==> src/rtl/pfa_pkg.sv <==
package pfa_pkg;

   // Widths fixed by the item fields.
   localparam int FUNC_W  = 1;
   localparam int INDEX_W = 3;
   localparam int FIELD_W = 16;
   localparam int MODE_W  = 2;

   // Input tdata layout: entry_index, entry_size, request_size, padded to bytes.
   localparam int REQ_DATA_W = 40;
   localparam int RSP_DATA_W = 8;

   // Item kinds carried on tuser.
   localparam logic [FUNC_W-1:0] FUNC_LOAD  = 1'b0;
   localparam logic [FUNC_W-1:0] FUNC_ALLOC = 1'b1;

   // Fit policies. The unused code behaves as first fit.
   localparam logic [MODE_W-1:0] FIT_FIRST = 2'd0;
   localparam logic [MODE_W-1:0] FIT_BEST  = 2'd1;
   localparam logic [MODE_W-1:0] FIT_WORST = 2'd2;

   typedef enum logic [1:0] {
      ST_IDLE,
      ST_SCAN,
      ST_DONE
   } state_type;

   // Search token handed from cell to cell.
   typedef struct packed {
      logic               active;
      logic               found;
      logic [INDEX_W-1:0] idx;
      logic [FIELD_W-1:0] req;
   } tok_type;

   // Table update broadcast to every cell.
   typedef struct packed {
      logic               load_en;
      logic               mark_en;
      logic [INDEX_W-1:0] idx;
   } cmd_type;

endpackage

==> src/rtl/pfa_cell.sv <==
module pfa_cell #(
   parameter int SIZE_BITS = 16,
   parameter int CELL_IDX  = 0
) (
   input  logic                    clock,
   input  logic                    reset,
   input  logic [1:0]              fit_mode,
   input  pfa_pkg::cmd_type        cmd,
   input  logic [SIZE_BITS-1:0]    load_size,
   input  pfa_pkg::tok_type        tok_i,
   input  logic [SIZE_BITS-1:0]    best_i,
   output pfa_pkg::tok_type        tok_o,
   output logic [SIZE_BITS-1:0]    best_o
);
   import pfa_pkg::*;

   localparam int CMP_W = (SIZE_BITS > FIELD_W) ? SIZE_BITS : FIELD_W;
   localparam logic [31:0] MY_IDX = CELL_IDX;

   logic [SIZE_BITS-1:0] size_ff;
   logic                 valid_ff;
   logic                 used_ff;
   tok_type              tok_ff;
   tok_type              tok_in;
   logic [SIZE_BITS-1:0] best_ff;
   logic [SIZE_BITS-1:0] best_in;
   logic                 hit;
   logic                 fits;
   logic                 take;

   assign hit  = (32'(cmd.idx) == MY_IDX);
   assign fits = valid_ff && !used_ff && (CMP_W'(size_ff) >= CMP_W'(tok_i.req));

   // A fitting slot replaces the candidate when none is held yet, or when it is
   // strictly smaller (best fit) or larger (worst fit); equal sizes keep the
   // lower index already held.
   always_comb begin
      take = 1'b0;
      if (fits) begin
         if (!tok_i.found) begin
            take = 1'b1;
         end else if (fit_mode == FIT_BEST) begin
            take = (size_ff < best_i);
         end else if (fit_mode == FIT_WORST) begin
            take = (size_ff > best_i);
         end
      end
   end

   always_comb begin
      tok_in  = tok_i;
      best_in = best_i;
      if (take) begin
         tok_in.found = 1'b1;
         tok_in.idx   = INDEX_W'(CELL_IDX);
         best_in      = size_ff;
      end
   end

   always_ff @(posedge clock) begin
      if (reset) begin
         valid_ff <= 1'b0;
         used_ff  <= 1'b0;
         tok_ff   <= '0;
      end else begin
         tok_ff <= tok_in;
         if (cmd.load_en && hit) begin
            valid_ff <= 1'b1;
            used_ff  <= 1'b0;
         end else if (cmd.mark_en && hit) begin
            used_ff <= 1'b1;
         end
      end
   end

   always_ff @(posedge clock) begin
      best_ff <= best_in;
      if (cmd.load_en && hit) begin
         size_ff <= load_size;
      end
   end

   assign tok_o  = tok_ff;
   assign best_o = best_ff;

endmodule

==> src/rtl/partition_fit_allocator_unit.sv <==
// Fixed-partition allocator with first, best and worst fit. A load transfer
// (tuser 0) writes a size into one slot and marks it valid and free, and
// produces no result. An allocate transfer (tuser 1) sends a search token
// down a row of NUM_PARTS cells, one cell per cycle, each cell holding one
// slot; the chosen slot is marked used and one result is returned. The first
// cell registers the token at the accepting edge, and the other NUM_PARTS - 1
// cells register it in turn. The outcome is then captured, and the commit
// loads the result register. The commit waits while an earlier result is still
// held on the result channel. The next item is taken at the first edge at
// which the result can transfer. Items are processed one at a time. The fit
// mode is to be written on the csr channel only while the unit is idle; the
// unit itself leaves this to the user.
module partition_fit_allocator_unit #(
   parameter int NUM_PARTS = 8,
   parameter int SIZE_BITS = 16
) (
   input  logic                               clock,
   input  logic                               reset,
   // Input item channel.
   input  logic                               req_tvalid,
   output logic                               req_tready,
   // tdata: entry_index [2:0], entry_size [18:3], request_size [34:19], zero pad.
   input  logic [pfa_pkg::REQ_DATA_W-1:0]     req_tdata,
   // tuser: func (0 load, 1 allocate).
   input  logic [pfa_pkg::FUNC_W-1:0]         req_tuser,
   // Result channel.
   output logic                               rsp_tvalid,
   input  logic                               rsp_tready,
   // tdata: granted [0], partition_index [3:1], zero pad.
   output logic [pfa_pkg::RSP_DATA_W-1:0]     rsp_tdata,
   // Fit mode register write channel.
   input  logic                               csr_valid,
   output logic                               csr_ready,
   input  logic [pfa_pkg::MODE_W-1:0]         csr_data
);
   import pfa_pkg::*;

   localparam int CMP_W = (SIZE_BITS > FIELD_W) ? SIZE_BITS : FIELD_W;
   localparam logic [CMP_W-1:0] SIZE_MAX = CMP_W'({SIZE_BITS{1'b1}});

   state_type            state_ff;
   state_type            state_in;
   logic [MODE_W-1:0]    fit_mode_ff;
   logic                 res_found_ff;
   logic                 res_found_in;
   logic [INDEX_W-1:0]   res_idx_ff;
   logic [INDEX_W-1:0]   res_idx_in;
   logic                 rsp_valid_ff;
   logic                 rsp_valid_in;
   logic [RSP_DATA_W-1:0] rsp_data_ff;
   logic [RSP_DATA_W-1:0] rsp_data_in;

   logic [INDEX_W-1:0]   entry_index;
   logic [FIELD_W-1:0]   entry_size;
   logic [FIELD_W-1:0]   request_size;
   logic [CMP_W-1:0]     size_ext;
   logic [SIZE_BITS-1:0] load_size;

   logic                 accept;
   logic                 launch;
   logic                 commit;
   cmd_type              cmd;

   tok_type              tok_chain  [NUM_PARTS+1];
   logic [SIZE_BITS-1:0] best_chain [NUM_PARTS+1];

   assign entry_index  = req_tdata[INDEX_W-1:0];
   assign entry_size   = req_tdata[INDEX_W+FIELD_W-1:INDEX_W];
   assign request_size = req_tdata[INDEX_W+2*FIELD_W-1:INDEX_W+FIELD_W];

   // A load size that does not fit the slot width saturates to its maximum.
   assign size_ext  = CMP_W'(entry_size);
   assign load_size = SIZE_BITS'((size_ext > SIZE_MAX) ? SIZE_MAX : size_ext);

   assign accept = req_tvalid && req_tready;

   // The fit mode register accepts a write in every cycle.
   assign csr_ready = 1'b1;

   always_ff @(posedge clock) begin
      if (reset) begin
         fit_mode_ff <= FIT_FIRST;
      end else if (csr_valid) begin
         fit_mode_ff <= csr_data;
      end
   end

   // Next state.
   always_comb begin
      state_in = state_ff;
      case (state_ff)
         ST_IDLE: begin
            if (accept && (req_tuser == FUNC_ALLOC)) begin
               state_in = ST_SCAN;
            end
         end
         ST_SCAN: begin
            if (tok_chain[NUM_PARTS].active) begin
               state_in = ST_DONE;
            end
         end
         ST_DONE: begin
            if (!rsp_valid_ff || rsp_tready) begin
               state_in = ST_IDLE;
            end
         end
         default: begin
            state_in = ST_IDLE;
         end
      endcase
   end

   // Control outputs of the sequencer.
   always_comb begin
      req_tready = 1'b0;
      launch     = 1'b0;
      commit     = 1'b0;
      case (state_ff)
         ST_IDLE: begin
            req_tready = 1'b1;
            launch     = req_tvalid && (req_tuser == FUNC_ALLOC);
         end
         ST_SCAN: begin
            req_tready = 1'b0;
         end
         ST_DONE: begin
            commit = !rsp_valid_ff || rsp_tready;
         end
         default: begin
            req_tready = 1'b0;
         end
      endcase
   end

   // Table updates: a load in the accepting cycle, a mark when a grant commits.
   always_comb begin
      cmd.load_en = accept && (req_tuser == FUNC_LOAD);
      cmd.mark_en = commit && res_found_ff;
      cmd.idx     = commit ? res_idx_ff : entry_index;
   end

   // The token enters the first cell straight from the accepted item.
   always_comb begin
      tok_chain[0].active = launch;
      tok_chain[0].found  = 1'b0;
      tok_chain[0].idx    = '0;
      tok_chain[0].req    = request_size;
      best_chain[0]       = '0;
   end

   for (genvar g = 0; g < NUM_PARTS; g++) begin : g_cell
      pfa_cell #(
         .SIZE_BITS (SIZE_BITS),
         .CELL_IDX  (g)
      ) u_cell (
         .clock     (clock),
         .reset     (reset),
         .fit_mode  (fit_mode_ff),
         .cmd       (cmd),
         .load_size (load_size),
         .tok_i     (tok_chain[g]),
         .best_i    (best_chain[g]),
         .tok_o     (tok_chain[g+1]),
         .best_o    (best_chain[g+1])
      );
   end

   // The outcome is captured when the token leaves the last cell.
   always_comb begin
      res_found_in = res_found_ff;
      res_idx_in   = res_idx_ff;
      if ((state_ff == ST_SCAN) && tok_chain[NUM_PARTS].active) begin
         res_found_in = tok_chain[NUM_PARTS].found;
         res_idx_in   = tok_chain[NUM_PARTS].idx;
      end
   end

   // Result register: loaded on commit, cleared once the transfer completes.
   always_comb begin
      rsp_valid_in = rsp_valid_ff;
      rsp_data_in  = rsp_data_ff;
      if (rsp_valid_ff && rsp_tready) begin
         rsp_valid_in = 1'b0;
      end
      if (commit) begin
         rsp_valid_in = 1'b1;
         rsp_data_in  = RSP_DATA_W'({res_idx_ff, res_found_ff});
      end
   end

   always_ff @(posedge clock) begin
      if (reset) begin
         state_ff     <= ST_IDLE;
         rsp_valid_ff <= 1'b0;
      end else begin
         state_ff     <= state_in;
         rsp_valid_ff <= rsp_valid_in;
      end
   end

   always_ff @(posedge clock) begin
      res_found_ff <= res_found_in;
      res_idx_ff   <= res_idx_in;
      rsp_data_ff  <= rsp_data_in;
   end

   assign rsp_tvalid = rsp_valid_ff;
   assign rsp_tdata  = rsp_data_ff;

endmodule
==> config.mk <==
export PLATFORM = sky130hd
export DESIGN_NAME = partition_fit_allocator_unit
export DESIGN_NICKNAME = d
export VERILOG_FILES = /design/src/rtl/pfa_pkg.sv /design/src/rtl/pfa_cell.sv /design/src/rtl/partition_fit_allocator_unit.sv
export SDC_FILE = /design/constraint.sdc
export NUM_CORES = 1
export LEC_CHECK = 0
export BUFFER_PORTS_ARGS = -buffer_cell sky130_fd_sc_hd__buf_4
export CORE_UTILIZATION = 40
export CTS_CLUSTER_SIZE = 8
export DETAILED_ROUTE_END_ITERATION = 8
export GPL_TIMING_DRIVEN = 0
export PLACE_DENSITY = 0.55
export SLEW_MARGIN = 10
export SYNTH_ARGS = -nofsm -noshare
export SYNTH_HDL_FRONTEND = slang
export SYNTH_SLANG_ARGS = --single-unit
export TNS_END_PERCENT = 1
==> constraint.sdc <==
create_clock -name clock -period 3.4 [get_ports clock]
set_input_delay 0.68 -clock clock [delete_from_list [all_inputs] [get_ports clock]]
set_output_delay 0.68 -clock clock [all_outputs]
set_load 0.01 [all_outputs]
==> results.sh <==
export IMPL_status="finished clean"
export IMPL_routed_wl_mm=42.2
export IMPL_ys_seq_area_share_pct=52.3
export IMPL_worst_slew_pin_slew_ns=0.888
export IMPL_syn_avg_cell_area_sq_um=11.1
export IMPL_fin_crit_ns=3.24
export IMPL_rows=78
export IMPL_die_width_microns=217
export IMPL_numCtsBuffers=57
export IMPL_hp_start="req_tdata[19]"
export IMPL_hold_end="g_cell[0].u_cell.tok_o[0]"
export IMPL_total_power_mw=10.9
export IMPL_drt_initial_drc_count=471
export IMPL_hold_violations=0
export IMPL_synthCells=1657
export IMPL_cts_hold_buffers_added=0
export IMPL_ctsResizeCount=0
export IMPL_die_h_microns=217
export IMPL_grt_usage_pct=18.3
export IMPL_crit_fanout=12
export IMPL_maxSlewHeadroom_pct=40.8
export IMPL_dieArea_sq_um=46900
export IMPL_grt_pass1_wl_mm=65.3
export IMPL_worst_path_buf_inv=2
export IMPL_endpoint_kind="flop"
export IMPL_drv_cap=0
export IMPL_setup_viol=0
export IMPL_crit_family="simple AND/OR/NAND/NOR gates"
export IMPL_cts_max_level=2
export IMPL_required_ns=3.70
export IMPL_r2r_start="state_ff[1]"
export IMPL_antenna_left=0
export IMPL_post_synth_top_count_cell="dfxtp_1"
export IMPL_dpl_cell_count=2313
export IMPL_yosys_area_top_type="dfxtp_1"
export IMPL_fin_cells=2417
export IMPL_p_per_area_nw_per_um2=514
export IMPL_synthArstFlopShare_pct=0
export IMPL_cts_root_buf="clkbuf_16"
export IMPL_core_area_sq_um=45400
export IMPL_port_buffers=48
export IMPL_grt_pass1_vias=12148
export IMPL_slew_viol_final=0
export IMPL_synth_edf_count=136
export IMPL_max_freq_mhz=309
export IMPL_holdCritPathClass="in2reg"
export IMPL_yosysWarnings=0
export IMPL_synthTopCellsByCount="278 x dfxtp_1, 245 x inv_1, 240 x ha_1, 161 x nor2_1, 136 x edfxtp_1"
export IMPL_rsz0062_at_grt="no"
export IMPL_setup_tns_ns=0
export IMPL_area_growth_pct=15.4
export IMPL_syn_area_sq_um=18400
export IMPL_crit_path_top_delay_cell="mux2i_1"
export IMPL_viasPerCell=4.81
export IMPL_ctsLongestPathBuffers=3
export IMPL_start_util_pct=40.6
export IMPL_ios=59
export IMPL_clock_latency_ns=0.59
export IMPL_path_cells="nand2b_1, nor2b_1, clkbuf_1, mux2i_1, nor2b_2, buf_6"
export IMPL_crit_start="state_ff[1]"
export IMPL_cts_tree="yes"
export IMPL_drive_gt1_share_pct=13.5
export IMPL_grt_max_degree=19
export IMPL_detailedPlacementHpwl_mm=33.7
export IMPL_irDropWorstVdd_uv=345
export IMPL_crit_path_start_kind="flop"
export IMPL_antenna_cells=0
export IMPL_synth_area_leaders="dfxtp_1 30%, edfxtp_1 22%, ha_1 16%"
export IMPL_arrival_ns=3.54
export IMPL_gp_congestion=0.918
export IMPL_fin_util_pct=46.9
export IMPL_critPathMaxStageDelay_ns=0.69
export IMPL_skew_ns=0.0260
export IMPL_fin_nets=2060
export IMPL_clk_pin_slew_ns=0.05
export IMPL_p_leak_nw=8.21
export IMPL_fin_ws_ns=0.160
export IMPL_synth_cell_types=67
export IMPL_wl_per_cell_microns=17.5
export IMPL_netlist_area_leader_share_pct=30.2
export IMPL_cts_setup_buffers=0
export IMPL_min_period_over_period_pct=95.3
export IMPL_antenna_found_initial=0
export IMPL_synth_seq_cells=414
export IMPL_pre_cts_ws_ns=-0.0220
export IMPL_reg2reg_to="g_cell[3].u_cell.size_ff[3]"
export IMPL_vias=11630
export IMPL_grt_overflow_total=0
export IMPL_min_path_cells=2
export IMPL_drtPass1Iterations=4
export IMPL_reg2reg_slack_ns=0.16
export IMPL_path_class="reg2reg"
export IMPL_reg2regPathDepth=6
export IMPL_drcViolationCount=0
export IMPL_cts_sinks=414
export IMPL_synthFlopType="dfxtp_1"
how the worst max path moves through the flow:
stage,end,slack (ns),depth (start not counted)
after floorplan,g_cell[3].u_cell.size_ff[0],0.52,5
after global placement,g_cell[3].u_cell.size_ff[0],-0.59,6
after detailed placement,g_cell[2].u_cell.size_ff[0],-0.02,6
after CTS,g_cell[2].u_cell.size_ff[8],0.23,5
after global routing,g_cell[4].u_cell.size_ff[4],0.009,5
final,g_cell[3].u_cell.size_ff[3],0.16,6
flip-flops by register name (all words and copies together) (netlist names):
register,count
fit_mode_ff,2
g_cell.u_cell.best_o,112
g_cell.u_cell.size_ff,128
g_cell.u_cell.tok_o,145
g_cell.u_cell.used_ff,8
g_cell.u_cell.valid_ff,8
res_found_ff,1
res_idx_ff,3
rsp_tdata,4
rsp_tvalid,1
state_ff,2
area by class of cell:
cell class / instances / area (sq um)
Buffer: 36 / 221
Clock buffer: 103 / 1630
Clock inverter: 1 / 16.3
Fill cell: 4223 / 24100
Inverter: 246 / 923
Multi-Input combinational cell: 964 / 7660
Sequential cell: 414 / 9650
Tap cell: 600 / 751
Timing Repair Buffer: 53 / 417
layer usage:
layer	up-vias	routed length (microns)	GRT usage [%]
li1	6010	-	-
met1	5279	18500	22.3
met2	235	20000	30.9
met3	106	1840	3.28
met4	0	1930	9.37
met5	-	0	0
power breakdown:
group	internal, mW	switching (mW)	total, mW
sequential	5.20	0.0408	5.25
clock	3.18	2.00	5.18
combinational	0.201	0.304	0.505
total	8.58	2.34	10.9
cells in the final DEF (no fill, tap or decap), types with 4 or more instances in the layout:
cell type  count
edfxtp_1     136
nor2b_1       25
inv_1        245
nor2_1       160
buf_4         56
a2111oi_0      4
mux2i_1        5
a211oi_1       9
buf_1          4
nand2b_1      20
nor3_1        12
nor4_1        15
nor3b_1        6
nand2_1       54
mux2_2        82
a21o_1        21
clkbuf_1      61
dfxtp_1      278
nor2b_2        4
buf_6         11
mux2_4        16
ha_1         240
clkbuf_16     58
o21a_1         9
nand3_1       18
a221oi_1       6
and2_1         4
a211o_1        7
a31oi_1       14
and4_1         4
nand4_1       35
nor4b_1        5
o211ai_1      11
a21oi_1       87
and3_1         4
o21ai_0       31
conb_1         5
stage by stage:
stage / instance area, sq um / hold WS, ns
global placement: 19600 / 0.388
detailed placement: 19600 / 0.394
floorplan: 18400 / 0.386
finish: 21300 / 0.311
global route: 21300 / 0.304
CTS: 21300 / 0.284
kinds of logic after synthesis:
logic type	after synthesis	share of synthesized area (%)
flops	414	52.3
compound gates	233	8.18
buf+inv	282	6.21
simple gates	383	10.3
mux	103	6.58
fa+ha+maj	240	16.3
other cells	2	0.0407
(Power assumes the default switching activity.)
